### src/rtl/core/utp_pkg.sv
package utp_pkg;

  typedef logic [15:0] char_t;
  typedef logic [63:0] value_t;
  typedef logic [15:0] count_t;
  typedef logic [5:0]  base_t;

  typedef enum logic [1:0] {
    STATUS_OK       = 2'd0,
    STATUS_OVERFLOW = 2'd1,
    STATUS_BAD_BASE = 2'd2
  } status_e;

  typedef enum logic [2:0] {
    PH_IDLE   = 3'd0,
    PH_MINUS  = 3'd1,
    PH_ZERO   = 3'd2,
    PH_ZEROX  = 3'd3,
    PH_DIGITS = 3'd4
  } phase_e;

  localparam base_t  MaxRadix  = 6'd36;
  localparam base_t  BaseOctal = 6'd8;
  localparam base_t  BaseDec   = 6'd10;
  localparam base_t  BaseHex   = 6'd16;
  localparam base_t  NoDigit   = 6'd63;

  localparam char_t  CharMinus  = 16'h002D;
  localparam char_t  CharZero   = 16'h0030;
  localparam char_t  CharNine   = 16'h0039;
  localparam char_t  CharUpperA = 16'h0041;
  localparam char_t  CharUpperZ = 16'h005A;
  localparam char_t  CharLowerA = 16'h0061;
  localparam char_t  CharLowerX = 16'h0078;
  localparam char_t  CharLowerZ = 16'h007A;

  localparam count_t CountMax = 16'hFFFF;
  localparam value_t AllOnes  = 64'hFFFF_FFFF_FFFF_FFFF;

endpackage

### src/rtl/core/utp_char_if.sv
interface utp_char_if import utp_pkg::*; ();
  logic  valid;
  logic  ready;
  char_t character;
  logic  start_of_text;

  modport source (output valid, output character, output start_of_text, input ready);
  modport sink   (input valid, input character, input start_of_text, output ready);
endinterface

### src/rtl/core/utp_result_if.sv
interface utp_result_if import utp_pkg::*; ();
  logic    valid;
  logic    ready;
  value_t  parsed_value;
  status_e parse_status;
  count_t  chars_consumed;

  modport source (output valid, output parsed_value, output parse_status,
                  output chars_consumed, input ready);
  modport sink   (input valid, input parsed_value, input parse_status,
                  input chars_consumed, output ready);
endinterface

### src/rtl/core/utf16_text_to_uint64_parser_core.sv
// streaming strtoull-style parser: takes one 16-bit code unit per item on char_i and
// produces one result item on result_o at the character that ends the number (value,
// status, count of characters consumed before it). start_of_text opens a new string and
// latches the base register (2..36, 0 for auto detection of 0x / leading-zero octal);
// a bad base answers on the start character itself. characters outside an open string
// are dropped. one item is taken every cycle while the result register can take it: an input
// register feeds a single step of digit decode, a 64x6 multiply-add with exact overflow check
// and the phase update, and the result lands in an output register, so a result passes
// through the input register and then the output register after its terminating character
// is accepted. the input side stalls only while the result register holds an item that the
// sink has not taken.
module utf16_text_to_uint64_parser_core import utp_pkg::*; (
  input  logic  clk_i,
  input  logic  rst_ni,
  input  logic  cfg_we_i,
  input  base_t cfg_data_i,
  utp_char_if.sink     char_i,
  utp_result_if.source result_o
);

  // digit value of a code unit, NoDigit when not alphanumeric
  function automatic base_t digit_val(input char_t c);
    base_t v;
    v = NoDigit;
    if (c inside {[CharZero:CharNine]}) begin
      v = base_t'(c - CharZero);
    end else if (c inside {[CharLowerA:CharLowerZ]}) begin
      v = base_t'(c - CharLowerA) + BaseDec;
    end else if (c inside {[CharUpperA:CharUpperZ]}) begin
      v = base_t'(c - CharUpperA) + BaseDec;
    end
    return v;
  endfunction

  function automatic count_t sat_inc(input count_t n);
    return (n == CountMax) ? n : n + 16'd1;
  endfunction

  // configuration
  base_t base_q;

  // input stage
  logic  s1_valid_q;
  char_t s1_char_q;
  logic  s1_start_q;

  // parser state
  phase_e phase_q, phase_d;
  value_t acc_q, acc_d;
  base_t  ab_q, ab_d;
  logic   neg_q, neg_d;
  logic   ovf_q, ovf_d;
  count_t cnt_q, cnt_d;

  // result register
  logic    out_valid_q;
  value_t  out_value_q, out_value_d;
  status_e out_status_q, out_status_d;
  count_t  out_count_q, out_count_d;

  logic   out_free, s1_fire, in_fire, res_load;
  logic   emit, bad_base, step, start_num;
  base_t  dig, minus_base;
  logic [69:0] prod;

  // handshake: the step fires whenever the result register can take a new item
  assign out_free = !out_valid_q || result_o.ready;
  assign s1_fire  = s1_valid_q && out_free;
  assign char_i.ready = !s1_valid_q || s1_fire;
  assign in_fire  = char_i.valid && char_i.ready;
  assign res_load = s1_fire && (emit || bad_base);

  assign dig        = digit_val(s1_char_q);
  assign minus_base = (ab_q == '0) ? BaseDec : ab_q;

  // one parser step for the item in the input register
  always_comb begin
    phase_d   = phase_q;
    acc_d     = acc_q;
    ab_d      = ab_q;
    neg_d     = neg_q;
    ovf_d     = ovf_q;
    cnt_d     = cnt_q;
    emit      = 1'b0;
    bad_base  = 1'b0;
    step      = 1'b0;
    start_num = 1'b0;
    prod      = '0;

    if (s1_start_q) begin
      // new string: clear and latch the base
      acc_d = '0;
      neg_d = 1'b0;
      ovf_d = 1'b0;
      cnt_d = '0;
      ab_d  = base_q;
      if (base_q == 6'd1 || base_q > MaxRadix) begin
        bad_base = 1'b1;
        phase_d  = PH_IDLE;
      end else if (s1_char_q == CharMinus) begin
        phase_d = PH_MINUS;
      end else begin
        start_num = 1'b1;
      end
    end else begin
      case (phase_q)
        PH_MINUS: begin
          // the sign counts only if a valid digit follows
          if (dig >= minus_base) begin
            emit = 1'b1;
          end else begin
            neg_d     = 1'b1;
            cnt_d     = sat_inc(cnt_q);
            start_num = 1'b1;
          end
        end
        PH_ZERO: begin
          if (s1_char_q == CharLowerX) begin
            phase_d = PH_ZEROX;
          end else begin
            ab_d = (dig < BaseOctal) ? BaseOctal : BaseDec;
            step = 1'b1;
          end
        end
        PH_ZEROX: begin
          if (dig < BaseHex) begin
            ab_d  = BaseHex;
            cnt_d = sat_inc(cnt_q);
            step  = 1'b1;
          end else begin
            ab_d = BaseDec;
            emit = 1'b1;
          end
        end
        PH_DIGITS: begin
          step = 1'b1;
        end
        default: begin
        end
      endcase
    end

    // first character of the number proper
    if (start_num) begin
      if (ab_d == '0) begin
        if (s1_char_q == CharZero) begin
          cnt_d   = sat_inc(cnt_d);
          phase_d = PH_ZERO;
        end else begin
          ab_d = BaseDec;
          step = 1'b1;
        end
      end else begin
        step = 1'b1;
      end
    end

    // accumulate one digit or terminate
    if (step) begin
      if (dig >= ab_d) begin
        emit = 1'b1;
      end else begin
        prod    = 70'(acc_d) * 70'(ab_d) + 70'(dig);
        acc_d   = prod[63:0];
        ovf_d   = ovf_d | (|prod[69:64]);
        cnt_d   = sat_inc(cnt_d);
        phase_d = PH_DIGITS;
      end
    end

    if (emit) begin
      phase_d = PH_IDLE;
    end
  end

  // result formatting
  always_comb begin
    if (bad_base) begin
      out_value_d  = '0;
      out_status_d = STATUS_BAD_BASE;
      out_count_d  = '0;
    end else if (ovf_d) begin
      out_value_d  = AllOnes;
      out_status_d = STATUS_OVERFLOW;
      out_count_d  = cnt_d;
    end else begin
      out_value_d  = neg_d ? (64'd0 - acc_d) : acc_d;
      out_status_d = STATUS_OK;
      out_count_d  = cnt_d;
    end
  end

  always_ff @(posedge clk_i or negedge rst_ni) begin
    if (!rst_ni) begin
      base_q      <= '0;
      s1_valid_q  <= 1'b0;
      s1_start_q  <= 1'b0;
      phase_q     <= PH_IDLE;
      acc_q       <= '0;
      ab_q        <= '0;
      neg_q       <= 1'b0;
      ovf_q       <= 1'b0;
      cnt_q       <= '0;
      out_valid_q <= 1'b0;
    end else begin
      if (cfg_we_i) begin
        base_q <= cfg_data_i;
      end
      if (in_fire) begin
        s1_valid_q <= 1'b1;
        s1_start_q <= char_i.start_of_text;
      end else if (s1_fire) begin
        s1_valid_q <= 1'b0;
      end
      if (s1_fire) begin
        phase_q <= phase_d;
        acc_q   <= acc_d;
        ab_q    <= ab_d;
        neg_q   <= neg_d;
        ovf_q   <= ovf_d;
        cnt_q   <= cnt_d;
      end
      if (res_load) begin
        out_valid_q <= 1'b1;
      end else if (result_o.ready) begin
        out_valid_q <= 1'b0;
      end
    end
  end

  // payload registers, no reset
  always_ff @(posedge clk_i) begin
    if (in_fire) begin
      s1_char_q <= char_i.character;
    end
    if (res_load) begin
      out_value_q  <= out_value_d;
      out_status_q <= out_status_d;
      out_count_q  <= out_count_d;
    end
  end

  assign result_o.valid          = out_valid_q;
  assign result_o.parsed_value   = out_value_q;
  assign result_o.parse_status   = out_status_q;
  assign result_o.chars_consumed = out_count_q;

  // a result always closes the string
  assert property (@(posedge clk_i) disable iff (!rst_ni)
    res_load |=> (phase_q == PH_IDLE))
    else $error("phase not idle after result");

  // prefix phases exist only in auto mode
  assert property (@(posedge clk_i) disable iff (!rst_ni)
    (phase_q == PH_ZERO || phase_q == PH_ZEROX) |-> (ab_q == '0))
    else $error("prefix phase with explicit base");

  // bad base answers zero value and zero count
  assert property (@(posedge clk_i) disable iff (!rst_ni)
    (out_valid_q && out_status_q == STATUS_BAD_BASE) |->
      (out_value_q == '0 && out_count_q == '0))
    else $error("bad base result not zero");

  // overflow answers all ones
  assert property (@(posedge clk_i) disable iff (!rst_ni)
    (out_valid_q && out_status_q == STATUS_OVERFLOW) |-> (out_value_q == AllOnes))
    else $error("overflow result not all ones");

  // input stalls only behind a waiting result
  assert property (@(posedge clk_i) disable iff (!rst_ni)
    !char_i.ready |-> (s1_valid_q && out_valid_q && !result_o.ready))
    else $error("input stalled without cause");

endmodule

### src/flat_wrapper.sv
// flat-port wrapper written by rule: the top's interface ports become plain ports
module utf16_text_to_uint64_parser_core_flat import utp_pkg::*;
  (clk_i, rst_ni, cfg_we_i, cfg_data_i, char_i_valid, char_i_character, char_i_start_of_text, char_i_ready, result_o_valid, result_o_parsed_value, result_o_parse_status, result_o_chars_consumed, result_o_ready);
  utp_char_if char_i_i ();
  utp_result_if result_o_i ();
  input  logic clk_i;
  input  logic rst_ni;
  input  logic cfg_we_i;
  input  base_t cfg_data_i;
  input wire logic [$bits(char_i_i.valid)-1:0] char_i_valid;
  input wire logic [$bits(char_i_i.character)-1:0] char_i_character;
  input wire logic [$bits(char_i_i.start_of_text)-1:0] char_i_start_of_text;
  output wire logic [$bits(char_i_i.ready)-1:0] char_i_ready;
  output wire logic [$bits(result_o_i.valid)-1:0] result_o_valid;
  output wire logic [$bits(result_o_i.parsed_value)-1:0] result_o_parsed_value;
  output wire logic [$bits(result_o_i.parse_status)-1:0] result_o_parse_status;
  output wire logic [$bits(result_o_i.chars_consumed)-1:0] result_o_chars_consumed;
  input wire logic [$bits(result_o_i.ready)-1:0] result_o_ready;
  assign char_i_i.valid = char_i_valid;
  assign char_i_i.character = char_i_character;
  assign char_i_i.start_of_text = char_i_start_of_text;
  assign char_i_ready = char_i_i.ready;
  assign result_o_valid = result_o_i.valid;
  assign result_o_parsed_value = result_o_i.parsed_value;
  assign result_o_parse_status = result_o_i.parse_status;
  assign result_o_chars_consumed = result_o_i.chars_consumed;
  assign result_o_i.ready = result_o_ready;
  utf16_text_to_uint64_parser_core u_core (.clk_i(clk_i), .rst_ni(rst_ni), .cfg_we_i(cfg_we_i), .cfg_data_i(cfg_data_i), .char_i(char_i_i), .result_o(result_o_i));
endmodule
### config.mk
export PLATFORM = sky130hd
export DESIGN_NAME = utf16_text_to_uint64_parser_core_flat
export DESIGN_NICKNAME = d
export VERILOG_FILES = /design/src/rtl/core/utp_pkg.sv /design/src/rtl/core/utp_char_if.sv /design/src/rtl/core/utp_result_if.sv /design/src/rtl/core/utf16_text_to_uint64_parser_core.sv /design/src/flat_wrapper.sv
export SDC_FILE = /design/constraint.sdc
export NUM_CORES = 2
export LEC_CHECK = 0
export ABC_AREA = 1
export BUFFER_PORTS_ARGS = -buffer_cell sky130_fd_sc_hd__buf_2
export CAP_MARGIN = 20
export CORE_MARGIN = 2
export CORE_UTILIZATION = 59
export DETAILED_ROUTE_END_ITERATION = 8
export HOLD_SLACK_MARGIN = 0.15
export PLACE_DENSITY = 0.8
export SYNTH_ARGS = -nofsm -noshare
export SYNTH_HDL_FRONTEND = slang
export SYNTH_SLANG_ARGS = --single-unit
export TNS_END_PERCENT = 100
### constraint.sdc
create_clock -name clk_i -period 8.4 [get_ports clk_i]
set_input_delay 0.42 -clock clk_i [delete_from_list [all_inputs] [get_ports clk_i]]
set_output_delay 0.42 -clock clk_i [all_outputs]
set_load 0.005 [all_outputs]
======== Word level (Yosys, flattened, before mapping) ========
Index checks and enable logic that the tools add are counted.
cells by class
  $add $sub $neg .......................... 10
  multipliers ............................. 1
  $lt $le $gt $ge ......................... 11
  eq/ne operators ......................... 11
  muxes and demuxes ....................... 71
  bitwise gates (word level) .............. 1
  reductions and logical operators ........ 17
operators by type and width
  kind                                                                               count
  64-bit two-way mux                                                                 5
  16-bit two-way mux                                                                 11
  70-bit by 6-bit adder with 70-bit output                                           1
  64-bit by 6-bit multiplier with 70-bit output                                      1
  1-bit by 64-bit subtractor with 64-bit output, first input constant                1
  6-bit two-way mux                                                                  9
  16-bit by 1-bit adder with 16-bit output, second input constant                    3
  16-bit equality test, second input constant                                        3
  3-bit two-way mux                                                                  11
  16-bit by 6-bit equality test with 1-bit output, second input constant             2
  16-bit by 7-bit >= comparator with 1-bit output, second input constant             2
  16-bit by 7-bit less-or-equal comparator with 1-bit output, second input constant  2
  16-bit one-hot mux with 2 select lines                                             1
  1-bit two-way mux                                                                  29
  16-bit by 7-bit equality test with 1-bit output, second input constant             1
  16-bit by 6-bit >= comparator with 1-bit output, second input constant             1
  16-bit by 6-bit less-or-equal comparator with 1-bit output, second input constant  1
  6-bit by 4-bit adder with 6-bit output, second input constant                      2
  6-bit >= comparator                                                                2
  6-bit zero test                                                                    2
  6-bit one-hot mux with 2 select lines                                              1
  6-bit subtractor, second input constant                                            2
  3-bit by 2-bit equality test with 1-bit output, second input constant              2
  6-bit by 1-bit equality test with 1-bit output, second input constant              1
  other kinds (16)                                                                   26
word-level totals
  flip-flop bits (word level) ............. 198
  input bits .............................. 28
  output and inout bits ................... 84
  logic and storage cells ................. 136

======== Logic depth before layout (Yosys ltp) ========
  depth in word-level cells ............... 20
  depth in mapped cells ................... 68
  depth with buffers taken out ............ 64

======== Worst setup path before layout ========
No wires, ideal clock.
  path type ............................... reg-to-reg
  start point ............................. register u_core.s1_char_q[1]
  end point ............................... register u_core.out_value_q[51], in the netlist u_core.result_o.parsed_value[51], data pin
  data arrival time ....................... 8.680 ns
  required time ........................... 8.129 ns
  setup slack ............................. -0.551 ns
  stages on the path, launching flop included .. 62
  cell sequence ........................... edfxtp_1 -> inv_1 -> ha_1 -> nor2_1 -> o21bai_1 -> nand2_1 -> nor2_4 -> nand2_2 -> buf_6 -> inv_1 -> nand2_1 -> o21ai_0 -> nand2_1 -> ha_1 -> o21ai_0 -> nand2_1 -> nand3_1 -> nand3b_1 -> (+26 left out) -> nand2_1 -> nand2_1 -> inv_1 -> o21bai_1 -> nand2_1 -> nand2_1 -> a21o_1 -> a21o_1 -> xor2_1 -> or2_2 -> nor2_1 -> nand2_1 -> o2bb2ai_1 -> nand2_1 -> o21ai_0 -> inv_2 -> clkbuf_1 -> nand3_1
between the ends
  cells in the longest elaborated chain, start to end .. 20
  elaborated cells between the ends (all ways) .. 59
  classes of those cells .................. add/sub: 7; mul: 1; order compare: 10; eq/ne: 3; mux: 32; bitwise: 1; reduce/logical: 5
RTL lines
  element                                                                                    line                                                                              source
  start: declaration                                                                         utf16_text_to_uint64_parser_core.sv:44                                            char_t s1_char_q;
  start signal: assignment                                                                   utf16_text_to_uint64_parser_core.sv:234                                           s1_char_q <= char_i.character;
  6-bit by 1-bit subtractor with 6-bit output (tied with other cells)                        utf16_text_to_uint64_parser_core.sv:30                                            v = base_t'(c - CharUpperA) + BaseDec;
  6-bit by 4-bit adder with 6-bit output / 1-bit logical AND (equally long branches)         utf16_text_to_uint64_parser_core.sv:30, utf16_text_to_uint64_parser_core.sv:29
  6-bit two-way mux                                                                          utf16_text_to_uint64_parser_core.sv:29                                            end else if (c inside {[CharUpperA:CharUpperZ]}) begin
  6-bit two-way mux                                                                          utf16_text_to_uint64_parser_core.sv:27                                            end else if (c inside {[CharLowerA:CharLowerZ]}) begin
  6-bit two-way mux                                                                          utf16_text_to_uint64_parser_core.sv:25                                            if (c inside {[CharZero:CharNine]}) begin
  6-bit by 4-bit < comparator with 1-bit output                                              utf16_text_to_uint64_parser_core.sv:121                                           ab_d = (dig < BaseOctal) ? BaseOctal : BaseDec;
  2-bit two-way mux                                                                          utf16_text_to_uint64_parser_core.sv:121
  6-bit two-way mux                                                                          utf16_text_to_uint64_parser_core.sv:118                                           if (s1_char_q == CharLowerX) begin
  (+4 left out)                                                                              --
  6-bit two-way mux                                                                          utf16_text_to_uint64_parser_core.sv:144                                           if (start_num) begin
  64-bit by 6-bit multiplier with 70-bit output                                              utf16_text_to_uint64_parser_core.sv:163                                           prod = 70'(acc_d) * 70'(ab_d) + 70'(dig);
  70-bit by 6-bit adder with 70-bit output                                                   utf16_text_to_uint64_parser_core.sv:163
  64-bit two-way mux / 6-bit OR reduction (equally long branches)                            utf16_text_to_uint64_parser_core.sv:160, utf16_text_to_uint64_parser_core.sv:165
  64-bit two-way mux / 1-bit OR (equally long branches)                                      utf16_text_to_uint64_parser_core.sv:159, utf16_text_to_uint64_parser_core.sv:165
  1-bit by 64-bit subtractor with 64-bit output / 1-bit two-way mux (equally long branches)  utf16_text_to_uint64_parser_core.sv:187, utf16_text_to_uint64_parser_core.sv:160
  64-bit two-way mux / 1-bit two-way mux (equally long branches)                             utf16_text_to_uint64_parser_core.sv:187, utf16_text_to_uint64_parser_core.sv:159
  64-bit two-way mux *                                                                       utf16_text_to_uint64_parser_core.sv:182                                           end else if (ovf_d) begin
  end signal: assignment                                                                     utf16_text_to_uint64_parser_core.sv:237                                           out_value_q <= out_value_d;
  end: declaration                                                                           utf16_text_to_uint64_parser_core.sv:57                                            value_t out_value_q, out_value_d;
Mark *: on every way between the ends. The rest lies on a longest branch, timed or not.
A chain may end at the register's enable or synchronous reset.

======== Worst setup path after layout ========
  start point ............................. register u_core.s1_char_q[5]
  end point ............................... register u_core.out_value_q[56], in the netlist u_core.result_o.parsed_value[56], data pin
Same word-level chain as after synthesis.

==> flow_summary.toml <==
[synth]
synth_edf_count = 98
netlist_instances = 3836
synth_nets = 4285
synthArstFlopShare = 0.505
yosys.area.top_type = "fa_1"
yosys-top-cells-area = "fa_1 (19%), nand2_1 (12%), edfxtp_1 (11%), nor2_1 (9.3%), dfrtp_1 (9.2%)"
synth_area_per_cell_um2 = 7.08
synth_top_area_frac = 0.186
ys.flop_type = "dfrtp_1"
ys_ff_latch = 198
syn_area_mm2 = 0.0272
ys_seq_area_frac = 0.200
synth.distinct_cells = 64
synth_warnings = 0

[timing]
finalCriticalPeriod_ps = 9020
setup_violations = 66
rsz0062_at_grt = "yes"
relSlewSlack = 0.335
finClkSkew_ps = 16.5
tightest_slew_ps = 997
period_share = 1.07
slew_viol_final = 0
timing.fmax_mhz = 111
setup_slack_ps = -621
finalHoldViolations = 0

[layout]
final_cell_mix = "nand2_1 (832), buf_4 (575), nor2_1 (539)"
layout_commonest_cell = "nand2_1"
area_delta_synth_final_pct = 32.3
final_nets = 4911
fin_cells = 5076
drive_above_1_share = 0.292

[global_routing]
grt_pass1_wl_um = 153000
antenna_found_initial = 1
grt_pass1_vias = 28800
grt_max_degree = 90
grt.overflow.total = 0
grt_usage = 0.412

[route]
vias = 30600
dr.first_iter.drc_count = 4227
dr_wl_met2_um = 46900
wl_met1_um = 39700
maxUsedRoutingLayer = "met4"
wl_per_cell_um = 20.6
drt-total-wl_um = 104000
drc = 1
ant_nets = 0
routed_via_density = 6.02
first_pass_iters = 9
wl_met3_um = 12900

[pwr]
p_leak_nw = 17.7
power_density_mw_per_mm2 = 220
ir_worst_vdd_v = 0.000281

[worst_setup_path]
cpMaxStageDelayCell = "fa_1"
arrival_ps = 9260
crit_type = "flip-flop to flip-flop"
worstSetupEndpointType = "flip-flop"
cp_common_cell = "nand2_1"
regToRegStartpoint = "u_core.s1_char_q[5]"
worstSetupStartpointType = "flip-flop"
max_stage_delay_ps = 500
cp_data_required_time_ps = 8640
r2r_end = "u_core.result_o.parsed_value[56]"
reg2reg_depth = 55
reg2reg_slack_ps = -620
critPathMaxFanout = 6

[cts]
clockRootBuffer = "clkbuf_16"
cts_max_level = 4
clk_pin_slew_ps = 80
clk_latency_ps = 510
clockBufferDepth = 2
tritoncts = "done"
cts_made_buffers = 17
clkSinkCount = 198

[placed_design]
routabilityCongestion = 1.02
place_worst_setup_slack_ps = -773
dpl.cell_count = 4951
dpl.hpwl_um = 75000
port_buffers = 111

[status]
violations = "DRC, setup timing"
status = "finished with violations"

[worst_hold_path]
hold_path.class = "input pin to flip-flop"
hold_depth = 2
hold_end = "u_core.base_q[0]"
hp-start = "cfg_data_i[0]"

[die]
start_util = 0.599
die_h_um = 219
io_pins = 112
coreArea_mm2 = 0.0454
rows = 78
die_x_um = 219
design.die.area_mm2 = 0.0478

[run]
cap_violations = 0
-- cells in the mapped netlist, types with 6 or more instances --
library cell,n
o21ai_0,208
buf_1,20
xnor2_1,31
nor2_4,8
xor2_1,45
o21a_1,11
nor2_1,671
dfrtp_1,100
clkbuf_1,73
nand2_1,883
o211ai_1,9
or2_2,7
buf_6,11
inv_1,421
nand3_1,254
o31ai_1,7
nand3_2,6
buf_2,25
nand2_2,24
buf_4,7
o21ai_2,7
nand3b_1,9
inv_2,23
a31oi_1,40
nand4_1,62
a21oi_1,133
nor4_1,11
o21bai_1,8
ha_1,169
nor2_2,24
nor3_1,32
o21ai_1,83
fa_1,252
edfxtp_1,98
-- cells by family after synthesis --
group                      share of synthesized area
adders and majority gates                      0.264
xor gates and xnor gates                      0.0245
AOI/OAI and AO/OA                              0.109
muxes                                       0.000829
buffers and inverters                         0.0862
and+or+nand+nor                                0.316
DFF                                            0.200
-- flip-flops by register name, indices dropped and copies added, names as in the netlist --
name and count:
u_core.result_o.parsed_value 64, u_core.s1_start_q 1, u_core.ab_q 6, u_core.cnt_q 16, u_core.result_o.valid 1, u_core.neg_q 1
u_core.s1_valid_q 1, u_core.result_o.parse_status 2, u_core.result_o.chars_consumed 16, u_core.phase_q 3, u_core.s1_char_q 16, u_core.base_q 6
u_core.acc_q 64, u_core.ovf_q 1
-- power breakdown --
| group | internal (W) | switching [W] | total [W] | leakage, nW |
|---|---|---|---|---|
| Combinational | 0.00214 | 0.00342 | 0.00556 | 15.2 |
| Clock | 0.000390 | 0.000429 | 0.000819 | 0.271 |
| Sequential | 0.00139 | 0.000140 | 0.00153 | 2.29 |
-- worst max path at each step --
| stage | from | end |
|---|---|---|
| 2_1_floorplan | u_core.s1_char_q[1] | u_core.result_o.parsed_value[34] |
| 3_3_place_gp | u_core.s1_char_q[0] | u_core.result_o.parsed_value[56] |
| 3_5_place_dp | u_core.s1_char_q[0] | u_core.result_o.parsed_value[59] |
| 4_1_cts | u_core.s1_char_q[0] | u_core.result_o.parsed_value[43] |
| 5_1_grt | u_core.s1_char_q[1] | u_core.result_o.parsed_value[60] |
| 6_report | u_core.s1_char_q[5] | u_core.result_o.parsed_value[56] |
-- critical path, delay by kind of cell (launching register included) --
family                   cells  cell delay [ps]
XOR/XNOR                     1               90
flip-flops                   1              470
AND/OR/NAND/NOR             27             2890
AO/OA/AOI/OAI                9             1270
adder cells (fa/ha/maj)      6             2350
buffers and inverters       12             1600
-- routing by layer --
metal	global-route usage	up-vias
met5	0	-
met4	0.151	0
met3	0.103	402
met2	0.639	2087
met1	0.557	14400
li1	-	13600
-- area by class of cell --
| type | count | area, um^2 |
|---|---|---|
| diodes | 1 | 2.50 |
| clock buffers | 19 | 443 |
| clock inverters | 13 | 98.8 |
| fillers | 3029 | 9440 |
| inverters | 450 | 1710 |
| multi-input cells | 3052 | 21700 |
| flip-flops and latches | 198 | 5450 |
| well taps | 600 | 751 |
| repair buffers | 743 | 5780 |
-- repair_timing --
item	CTS	global route
cloned	3	8
hold buffers	23	0
hold endpoints to repair	72	0
resized for setup	153	346
buffers inserted	25	34
endpoints found under the setup margin	68	105
pin swaps	53	137
-- stage by stage --
step	cell area [um^2]	power, W	util	hold WS [ps]	TNS, ps
global placement	32500	0.00604	0.715	466	-18260
CTS	34100	0.00720	0.752	151	-14780
finish	35900	0.00790	0.792	167	-31670
global route	35900	0.00834	0.792	168	-63960
detailed placement	32500	0.00614	0.715	466	-32620
floorplan	27700	0.00435	-	124	0
(Power assumes the default switching activity.)
